File: config.mk
export PLATFORM = sky130hd
export DESIGN_NAME = sptt_cell
export DESIGN_NICKNAME = d
export VERILOG_FILES = /design/src/rtl/sptt_pkg.sv /design/src/rtl/sptt_cell.sv
export SDC_FILE = /design/constraint.sdc
export NUM_CORES = 1
export LEC_CHECK = 0
export BUFFER_PORTS_ARGS = -buffer_cell sky130_fd_sc_hd__buf_4
export CORE_ASPECT_RATIO = 0.6
export CORE_MARGIN = 2
export CORE_UTILIZATION = 42
export DETAILED_ROUTE_END_ITERATION = 16
export PLACE_DENSITY = 0.71
export SLEW_MARGIN = 40
export SYNTH_ARGS = -nofsm -noshare
export SYNTH_HDL_FRONTEND = slang
export SYNTH_SLANG_ARGS = --single-unit
export TNS_END_PERCENT = 100
File: constraint.sdc
create_clock -name i_clk -period 7.86 [get_ports i_clk]
set_input_delay 0.786 -clock i_clk [delete_from_list [all_inputs] [get_ports i_clk]]
set_output_delay 0.786 -clock i_clk [all_outputs]
set_load 0.02 [all_outputs]
File: src/rtl/sptt_pkg.sv
// ============================================================================
// sptt_pkg
// Shared sizes, codes and word formats of the sparse polynomial term table.
// ============================================================================
package sptt_pkg;

    localparam int MAX_TERMS = 64;
    localparam int COEF_W    = 32;
    localparam int EXP_W     = 16;
    localparam int CNT_W     = $clog2(MAX_TERMS + 1);

    typedef enum logic [1:0] {
        MODE_INSERT = 2'd0,
        MODE_READ   = 2'd1,
        MODE_DERIV  = 2'd2,
        MODE_CLEAR  = 2'd3
    } t_mode;

    typedef enum logic [2:0] {
        ST_DONE      = 3'd0,
        ST_NEW       = 3'd1,
        ST_MERGED    = 3'd2,
        ST_CANCELLED = 3'd3,
        ST_FULL      = 3'd4
    } t_status;

    typedef enum logic [2:0] {
        CELL_HOLD,
        CELL_CAPTURE,
        CELL_ADD_NEW,
        CELL_MERGE,
        CELL_REMOVE,
        CELL_ROTATE
    } t_cell_op;

    // controller states of the top level
    typedef enum logic [2:0] {
        S_IDLE,
        S_INSERT,
        S_CLEAR,
        S_EMPTY,
        S_READ
    } t_state;

    typedef struct packed {
        t_mode                    mode;
        logic signed [COEF_W-1:0] coefficient;
        logic [EXP_W-1:0]         exponent;
    } t_in_word;

    typedef struct packed {
        t_status                  status;
        logic                     term_valid;
        logic signed [COEF_W-1:0] coefficient_out;
        logic [EXP_W-1:0]         exponent_out;
        logic                     last;
        logic [CNT_W-1:0]         term_count;
    } t_out_word;

    // broadcast from the controller to every cell
    typedef struct packed {
        t_cell_op                 op;
        logic signed [COEF_W-1:0] coef;
        logic [EXP_W-1:0]         exp;
        logic [CNT_W-1:0]         count;
    } t_cell_ctrl;

    // what a cell shows its neighbors
    typedef struct packed {
        logic signed [COEF_W-1:0] coef;
        logic [EXP_W-1:0]         exp;
        logic                     lt;
    } t_cell_link;

    // what a cell reports to the controller
    typedef struct packed {
        logic eq;
        logic del;
    } t_cell_match;

endpackage

File: src/rtl/sptt_cell.sv
// ============================================================================
// sptt_cell
// One slot of the sorted term chain: holds a term, compares it with an
// incoming exponent, and shifts or rotates with its neighbors.
// ============================================================================
module sptt_cell
    import sptt_pkg::*;
(
    input  logic        i_clk,
    input  logic        i_rst_n,
    input  logic [CNT_W-1:0] i_index,
    input  t_cell_ctrl  i_ctrl,
    input  t_cell_link  i_left,
    input  t_cell_link  i_right,
    input  t_cell_link  i_head,
    output t_cell_link  o_link,
    output t_cell_match o_match
);

    logic signed [COEF_W-1:0] r_coef, n_coef;
    logic [EXP_W-1:0]         r_exp, n_exp;
    logic signed [COEF_W-1:0] r_sum, n_sum;
    logic                     r_zero, n_zero;
    logic                     r_lt, n_lt;
    logic                     r_eq, n_eq;

    logic                     w_occ;
    logic                     w_last;
    logic [CNT_W-1:0]         w_count_m1;
    logic signed [COEF_W:0]   w_sum_wide;
    logic signed [COEF_W-1:0] w_sum_sat;

    assign w_occ      = i_index < i_ctrl.count;
    assign w_count_m1 = i_ctrl.count - CNT_W'(1);
    assign w_last     = i_index == w_count_m1;

    // saturating add of the stored and the incoming coefficient
    assign w_sum_wide = {r_coef[COEF_W-1], r_coef} + {i_ctrl.coef[COEF_W-1], i_ctrl.coef};
    always_comb begin
        if (w_sum_wide[COEF_W] == w_sum_wide[COEF_W-1]) begin
            w_sum_sat = w_sum_wide[COEF_W-1:0];
        end else if (w_sum_wide[COEF_W]) begin
            w_sum_sat = {1'b1, {(COEF_W-1){1'b0}}};
        end else begin
            w_sum_sat = {1'b0, {(COEF_W-1){1'b1}}};
        end
    end

    always_comb begin
        n_coef = r_coef;
        n_exp  = r_exp;
        n_sum  = r_sum;
        n_zero = r_zero;
        n_lt   = r_lt;
        n_eq   = r_eq;
        case (i_ctrl.op)
            CELL_CAPTURE: begin
                n_lt   = w_occ && (r_exp < i_ctrl.exp);
                n_eq   = w_occ && (r_exp == i_ctrl.exp);
                n_sum  = w_sum_sat;
                n_zero = w_sum_sat == '0;
            end
            CELL_ADD_NEW: begin
                if (!r_lt) begin
                    if (i_left.lt) begin
                        n_coef = i_ctrl.coef;
                        n_exp  = i_ctrl.exp;
                    end else begin
                        n_coef = i_left.coef;
                        n_exp  = i_left.exp;
                    end
                end
            end
            CELL_MERGE: begin
                if (r_eq) begin
                    n_coef = r_sum;
                end
            end
            CELL_REMOVE: begin
                if (!r_lt) begin
                    n_coef = i_right.coef;
                    n_exp  = i_right.exp;
                end
            end
            CELL_ROTATE: begin
                if (w_last) begin
                    n_coef = i_head.coef;
                    n_exp  = i_head.exp;
                end else begin
                    n_coef = i_right.coef;
                    n_exp  = i_right.exp;
                end
            end
            default: begin
            end
        endcase
    end

    always_ff @(posedge i_clk) begin
        r_coef <= n_coef;
        r_exp  <= n_exp;
        r_sum  <= n_sum;
        r_zero <= n_zero;
        if (!i_rst_n) begin
            r_lt <= 1'b0;
            r_eq <= 1'b0;
        end else begin
            r_lt <= n_lt;
            r_eq <= n_eq;
        end
    end

    assign o_link.coef  = r_coef;
    assign o_link.exp   = r_exp;
    assign o_link.lt    = r_lt;
    assign o_match.eq   = r_eq;
    assign o_match.del  = r_eq && r_zero;

endmodule

After elaboration in Yosys (flattened, before gate mapping)
Cells that the tools add are included.
Operators by class
  $add $sub $neg: 2
  $lt $le $gt $ge: 2
  equal/unequal tests: 11
  multiplexer cells: 13
  reductions and logical operators: 8
Operators by type and width (count)
  $mux 32: 7
  $pmux 32 s4: 1
  $mux 16: 4
  $pmux 16 s3: 1
  $add 32x32->33: 1
  $logic_not 32->1: 1
  $eq 16x16->1: 1
  $lt 16x16->1: 1
  $eq 7x7->1: 1
  $lt 7x7->1: 1
  $sub 7x1->7 const B: 1
  $eq 3x2->1 const B: 2
  $eq 3x3->1 const B: 2
  $ne 2x2->1 const B: 3
  $reduce_and 4->1: 1
  $reduce_bool 4->1: 1
  $eq 3x1->1 const B: 1
  $logic_and 1x1->1: 3
  $reduce_and 3->1: 1
  $reduce_bool 3->1: 1
  $eq 1x1->1: 1
Storage, ports and cells
  bits in registers: 83
  input bits: 214
  output and inout bits: 51
  word-level logic and storage cells: 42

Depth between registers and ports, before layout
Gate-level depths: netlist of run 1.
  depth after elaboration: 4
  depth in mapped cells: 13
  gate-level depth less buffers: 12

Worst setup path before layout of run 1
OpenSTA, ideal clock, no wires.
  kind: input to register
  start point: input i_ctrl[55] in the netlist's numbering
  end point: register r_coef[0] (enable)
  setup time: 0.432 ns
  arrival: 2.887 ns
  required time: 7.428 ns
  path slack: 4.541 ns
  stages: 4
  path buffers: 1
  cells stage by stage: clkinv_1 -> clkbuf_1 -> o21ai_0 -> a21oi_1
Between the ends
  cells in the longest elaborated chain, start to end: 3
  elaborated cells between the ends (all ways): 9
  classes of those cells: 7 x eq/ne; 2 x reduce/logical
RTL lines
  from (decl): RTL line sptt_cell.sv:12  | input t_cell_ctrl i_ctrl,
  $eq 3x3->1 / $eq 3x2->1 (equally long branches): RTL line sptt_cell.sv:56  | case (i_ctrl.op)
  $reduce_bool 4->1 (no line) / $ne 2x2->1 (equally long branches)
  $reduce_and 4->1 (no line) *
  to (signal assigned): RTL line sptt_cell.sv:100  | r_coef <= n_coef;
  to (decl): RTL line sptt_cell.sv:20  | logic signed [COEF_W-1:0] r_coef, n_coef;
Mark *: on every way between the ends. The rest lies on a longest branch, timed or not.
A chain may end at the register's enable or synchronous reset.

Worst setup path in the final report of run 1
  start point: input i_ctrl[1] in the netlist's numbering
  end point: register r_exp[15], data pin
Between the ends
  cells in the longest elaborated chain, start to end: 4
RTL lines
  $sub 7x1->7: RTL line sptt_cell.sv:34  | assign w_count_m1 = i_ctrl.count - CNT_W'(1);
  $eq 7x7->1: RTL line sptt_cell.sv:35  | assign w_last = i_index == w_count_m1;
  $mux 16: RTL line sptt_cell.sv:86  | if (w_last) begin
  $pmux 16 s3: RTL line sptt_cell.sv:56
  via n_exp[15]: RTL line sptt_cell.sv:21  | logic [EXP_W-1:0] r_exp, n_exp;
  to (signal assigned): RTL line sptt_cell.sv:101  | r_exp <= n_exp;
  to (decl): RTL line sptt_cell.sv:21
The timed path passes the listed nets, and every way through them passes these cells.

==> results.yml, run 1 <==
routing:
  ant_nets: 0
  drt_pass1_iterations: 5
  drtIter0Drc: 652
  drc: 0
  vias: 7614
  routed_wl_um: 26900
  wl_per_cell_um: 20.34
  vias_per_cell: 5.759
grt:
  grt_pass1_vias: 7028
  grt_max_degree: 64
  antenna_found_initial: 0
  grt_use_total: 0.2733
  grt_pass1_wl_um: 40200
  grt_overflow: 0
critical_path:
  crit_top_cell: "buf_4"
  worst-path-max-fanout: 48
  critPathKind: "in2reg"
  critical_path_buf_inv_count: 3
  cp-start-kind: "input pin"
  cp.required_ns: 7.89
  path_cells: "buf_4 > inv_1 > ha_1 > a41oi_1 > a2111oi_0 > o211ai_1 > a221oi_4 > buf_4 > nand2_2 > a211oi_1 > a21oi_1"
  cp-end-kind: "register"
  arrival_ns: 3.74
  critical_path.top_delay_family: "compound AO/OA/AOI/OAI gates"
  cpMaxStageDelayCell: "buf_4"
  critPathMaxStageDelay_ns: 0.66
timing:
  rsz0062_at_grt: "no"
  fmax_mhz: 270.0
  period_minus_slack_ns: 3.704
  setup_viol: 0
  fin_setup_tns_ns: 0
  fin_crit_sh: 0.4713
  hold_violations: 0
  finClkSkew_ns: 0.01181
  slew_viol_final: 0
  tightestPinTransition_ns: 0.7911
  slew-limit-headroom: 0.4726
finish:
  postLayoutCellArea_um2: 10120
  finalNonFillerCells: 1322
  nNetsFinal: 1348
  drive_gt1_frac: 0.2847
  n_antenna_cell: 0
  syn_to_final_growth_pct: 32.89
  num-fill-cells: 1647
placement:
  gp_congestion: 0.9248
  numPortBuffers: 262
  dp.cells: 1306
  place_area_um2: 9749
  hpwl_um: 20180
clocking:
  clk_pin_slew_ns: 0.06
  cts_buffer_depth: 2
  cts_resized: 0
  ctsHoldBuffers: 0
  cts_buffers: 9
  cts_sinks: 83
  cts_tree: "built"
  cts_root_buf: "clkbuf_16"
  clock_latency_ns: 0.35
  h-tree-depth: 3
  post-cts-setup-buffers: 0
synthesis:
  synth_top_area_frac: 0.3195
  ys_ff_latch: 83
  ys_async_sr_fraction: 0
  yosys.area.top_type: "edfxtp_1"
  synth_cell_types: 67
  synth_enable_flop_cells: 81
  syn_avg_cell_area_um2: 8.998
  synthTopCellsByArea: "edfxtp_1 32%, mux2i_1 11%, ha_1 9.2%, a21oi_1 7.7%, o22a_1 3.7%"
  ys_seq_area_frac: 0.3248
  dominantRegCellSynth: "edfxtp_1"
  synth_nets: 1117
  netlist_instances: 846
  yosysWarningCount: 0
  post_synth_instance_area_um2: 7612
power:
  leakage_nw: 4.422
  vdd_ir_drop_max_mv: 0.1139
  p_per_area_nw_per_um2: 169.8
run_status:
  status: "finished clean"
die:
  dieArea_um2: 19250
  die_w_um: 177.8
  start_util: 0.4247
  boundaryPins: 265
  core_area_um2: 17920
  die_h_um: 108.3
  fp-row-count: 38
flow_run:
  cap_viol_max_count: 0
hold_path:
  hold_path.class: "reg2reg"
-- state kept, by name, indices dropped and copies added (netlist names) --
signal and count:
r_coef 32, r_sum 32, r_exp 16, r_eq 1, r_lt 1, r_zero 1
-- Yosys cell counts, types with 3 or more instances --
master,number
a21o_1,14
and3_1,15
o2111ai_1,3
a21boi_0,5
o31ai_1,5
a21oi_1,117
ha_1,56
o21ai_0,53
mux2i_1,84
edfxtp_1,81
nor2_1,54
o211ai_1,8
a211oi_1,18
nand3_1,10
nand4_1,11
a21oi_2,5
buf_4,5
nor2b_1,11
nand2b_1,3
inv_1,38
and2_1,6
o22a_1,32
xnor2_1,16
o21a_1,16
nor4_1,3
a31oi_1,7
nor3_1,18
nand2_1,47
xor2_1,13
clkbuf_1,37
buf_2,7
a41oi_1,3
-- layer usage --
metal  routed length, µm  track usage
met2               10300       0.3618
met5                   0            0
met4                 141      0.03513
met1               13600       0.4439
met3                2860      0.06716
-- logic make-up (layout without fill, tap and decap cells) --
family | Yosys count | count (layout) | synth area share
buffers and inverters | 91 | 327 | 0.05046
AND/OR/NAND/NOR | 194 | 194 | 0.1269
adder cells (fa/ha/maj) | 57 | 57 | 0.09467
XOR/XNOR | 29 | 29 | 0.03337
AO/OA/AOI/OAI | 307 | 307 | 0.2579
flip-flops | 83 | 83 | 0.3248
multiplexers | 85 | 85 | 0.1119
-- cell usage in the layout, fill, tap and decap left out, types with 14 or more instances in the layout --
cell	synthesis	final
nor2_1	54	54
o22a_1	32	32
a21o_1	14	14
nand2_1	47	47
a21oi_1	117	115
edfxtp_1	81	81
ha_1	56	56
a211oi_1	18	18
o21a_1	16	16
mux2i_1	84	84
xnor2_1	16	16
o21ai_0	53	52
inv_1	38	38
nor3_1	18	18
and3_1	15	15
buf_4	5	271
-- where the power goes --
part / internal (mW) / total (mW) / switching (mW)
Sequential: 0.545 / 0.564 / 0.0188
Combinational: 0.263 / 0.623 / 0.360
Clock: 0.345 / 0.531 / 0.186
Total: 1.15 / 1.72 / 0.565
-- final timing paths --
check,cells past startpoint,from,slack [ns],endpoint
max,11,i_ctrl[1],4.16,r_exp[15]
min,3,r_eq,0.62,r_eq
max reg2reg,10,r_coef[10],4.32,r_zero
min reg2reg,3,r_eq,0.62,r_eq
-- area by class of cell --
class	count	area, µm²	area share
flip-flops and latches	83	2472	0.2444
well taps	240	300.3	0.02968
repair buffers	272	2046	0.2022
multi-input cells	672	4785	0.4730
clock inverters	6	137.6	0.01361
inverters	39	146.4	0.01447
clock buffers	10	229.0	0.02263
-- stage by stage --
stage          hold WS, ns  utilization  worst slack (ns)  total power, mW
2_1_floorplan       0.5583            -             4.541           0.9377
3_3_place_gp        0.6113       0.5437             3.883            1.175
3_5_place_dp        0.6074       0.5439             3.868            1.180
4_1_cts             0.6249       0.5644             4.229            1.712
5_1_grt             0.6603       0.5644             3.880            1.799
6_report            0.6220       0.5644             4.156            1.717
-- worst register-to-register path: stages (launching register included) --
cell      delay [ns]
edfxtp_1        0.46
ha_1            0.45
inv_1           0.13
o31ai_1         0.49
a21oi_1         0.22
nand3_1         0.22
a31oi_1         0.15
nor2b_2         0.21
mux2_2          0.45
a41oi_1         0.38
nor4_1          0.11
Power figures use the tool's default switching activity.
==> run 2, diff against run 1 <==
Settings changed: ABC_AREA set to 1, PLACE_DENSITY 0.71 to 0.73.
Clock period 7.86 ns to 3.1 ns, I/O delays scaled along.
==> run 2 against run 1 <==
- die area grew 5.3%
- register-to-register slack worse by 4.2 ns
- clock power is 120% higher
- wire length up 11%
- design area is 6.3% higher
- critical path type is now reg2reg
- critical endpoint is now r_zero
- largest power group unchanged
==> results.yml, run 2 <==
synthesis:
  ys_seq_area_frac: 0.3078
  synth_xor_xnor_area_share: 0.02820
  syn_avg_cell_area_um2: 7.375
  synth_top_area_frac: 0.3029
  synthMuxAreaShare: 0.04113
  yosysWarningCount: 0
  synth_top_family_by_area: "simple AND/OR/NAND/NOR gates"
  synth_fa_ha_area_frac: 0.08973
  netlist_instances: 1089
  synth_nets: 1360
  yosys.area.top_type: "edfxtp_1"
  synth_enable_flop_cells: 81
  synthTopCellsByArea: "edfxtp_1 30%, nand2_1 13%, ha_1 8.7%, inv_1 6.5%, a21oi_1 4.1%"
  synth_most_common_cell: "nand2_1"
  ys_async_sr_fraction: 0
  dominantRegCellSynth: "edfxtp_1"
  synth-compound-area-share: 0.2077
  post_synth_instance_area_um2: 8031
  ys_ff_latch: 83
  synth_commonest_cells: "275 x nand2_1, 140 x inv_1, 81 x edfxtp_1"
  synth_cell_types: 42
  synth-simple-area-share: 0.2349
critical_path:
  cp_num_cells: 16
  arrival_ns: 3.16
  critPathMaxStageDelay_ns: 0.43
  critical_path.top_delay_family: "simple AND/OR/NAND/NOR gates"
  r2r_cells: 16
  path_cells: "ha_1 > a21oi_1 > nand2_1 > nand2_1 > nand2_1 > a21oi_2 > nand3_1 > nand2_4 > nand2_8 > nand2_1 > nand2_1 > nor2_1 > nand2_1 > nor2_4 > nand2_1 > nor2_2"
  crit_top_cell: "nand2_1"
  cp-start-kind: "register"
  cp.required_ns: 3.31
  cp-end-kind: "register"
  critical_path_buf_inv_count: 0
  worst-path-max-fanout: 16
  cpMaxStageDelayCell: "ha_1"
  critPathKind: "reg2reg"
timing:
  rsz0062_at_grt: "no"
  hold_violations: 0
  fin_ws_ns: 0.1568
  setup_viol: 0
  period_minus_slack_ns: 2.943
  slew-limit-headroom: 0.4902
  fmax_mhz: 339.8
  tightestPinTransition_ns: 0.7647
  fin_crit_sh: 0.9494
  hold-worst-slack_ns: 0.2265
  finClkSkew_ns: 0.01474
  slew_viol_final: 0
run_status:
  status: "finished clean"
clocking:
  cts_root_buf: "clkbuf_16"
  cts_tree: "built"
  cts_sinks: 83
  h-tree-depth: 3
  clock_latency_ns: 0.34
  cts_buffers: 9
  cts_buffer_depth: 2
  clk_pin_slew_ns: 0.07
  ctsHoldBuffers: 0
finish:
  layout.cells.most_common: "buf_4"
  num-fill-cells: 1770
  multi_input_area_um2: 4888
  final_cell_mix: "290 x buf_4, 275 x nand2_1, 140 x inv_1"
  seq_area_um2: 2472
  finalNonFillerCells: 1599
  syn_to_final_growth_pct: 33.85
  drive_gt1_frac: 0.2668
  nNetsFinal: 1620
  largest_registers: "r_coef (32), r_sum (32), r_exp (16)"
  n_antenna_cell: 0
  postLayoutCellArea_um2: 10750
die:
  dieArea_um2: 20280
  boundaryPins: 265
  start_util: 0.4253
  fp-row-count: 39
  core_area_um2: 18880
  die_w_um: 182.5
  die_h_um: 111.1
hold_path:
  hold_depth: 3
  hold_path.class: "in2reg"
placement:
  dp.cells: 1584
  post-place-ws_ns: -0.01347
  numPortBuffers: 262
  hpwl_um: 23780
  gp_congestion: 0.9810
  place_area_um2: 10410
routing:
  drc: 0
  vias: 8893
  drt_pass1_iterations: 5
  routed_wl_um: 29910
  ant_nets: 0
  wl_per_cell_um: 18.70
  vias_per_cell: 5.562
  drtIter0Drc: 839
power:
  leakage_nw: 5.272
  vdd_ir_drop_max_mv: 0.2792
  p_per_area_nw_per_um2: 421.9
grt:
  grt_use_total: 0.2877
  grt_overflow: 0
  grt_max_degree: 65
  grt_pass1_wl_um: 45090
  antenna_found_initial: 0
  grt_pass1_vias: 8107
flow_run:
  cap_viol_max_count: 0
-- run 2: cell types whose count changed in the layout (fill, tap and decap cells not counted), sizes merged, moves of 32 or more --
cell	change
inv	+103
mux2i	-51
a21oi	-50
nand2	+255
o22a	-32
-- run 2: worst paths after layout --
path,from,slack [ns],to
max,r_coef[27],0.16,r_zero
min,i_rst_n,0.23,r_lt
max reg2reg,r_coef[27],0.16,r_zero
min reg2reg,r_lt,0.52,r_lt
-- run 2: timing repair --
item,in CTS,in global routing
endpoints found under the hold margin,0,0
setup endpoints to repair,0,4
resized for setup,0,7
buffers inserted,0,0
-- run 2: final cells by class --
cell class                      count  share of cell area
Multi-Input combinational cell    819              0.4547
Sequential cell                    83              0.2300
Timing Repair Buffer              293              0.2081
Inverter                          143             0.04993
Tap cell                          246             0.02863
Clock buffer                       10             0.02130
Clock inverter                      5            0.007332
-- run 2: through the flow --
| stage | setup TNS, ns | total power [mW] | util |
|---|---|---|---|
| 3_5_place_dp | -0.01347 | 3.324 | 0.5514 |
| 5_1_grt | 0 | 4.781 | 0.5693 |
| 3_3_place_gp | 0 | 3.299 | 0.5514 |
| 6_report | 0 | 4.536 | 0.5693 |
| 2_1_floorplan | 0 | 2.584 | - |
| 4_1_cts | 0 | 4.499 | 0.5677 |
-- run 2: where the power goes --
group	switching (mW)	internal, mW	leakage (nW)	total, mW
logic	1.17	0.755	4.34	1.93
clock network	0.456	0.701	0.152	1.16
registers	0.0557	1.40	0.781	1.45
total	1.68	2.85	5.27	4.54
-- run 2: worst min-delay path, stage by stage --
cell,delay [ns]
buf_4,0.11
inv_1,0.06
a21oi_1,0.04
-- run 2: metal layers --
layer  vias up  GRT usage  share of wire
met3        39    0.06570           0.11
met5         -          0              0
met1      4028     0.4681           0.49
met4         0    0.05591          0.017
met2       532     0.3759           0.37
li1       4294          -              -
-- run 2: logic make-up after synthesis --
| logic type | count (synthesis) |
|---|---|
| adders and majority gates | 57 |
| AOI/OAI and AO/OA | 261 |
| and+or+nand+nor | 443 |
| muxes | 33 |
| buffers and inverters | 187 |
| DFF | 83 |
| xor gates and xnor gates | 25 |
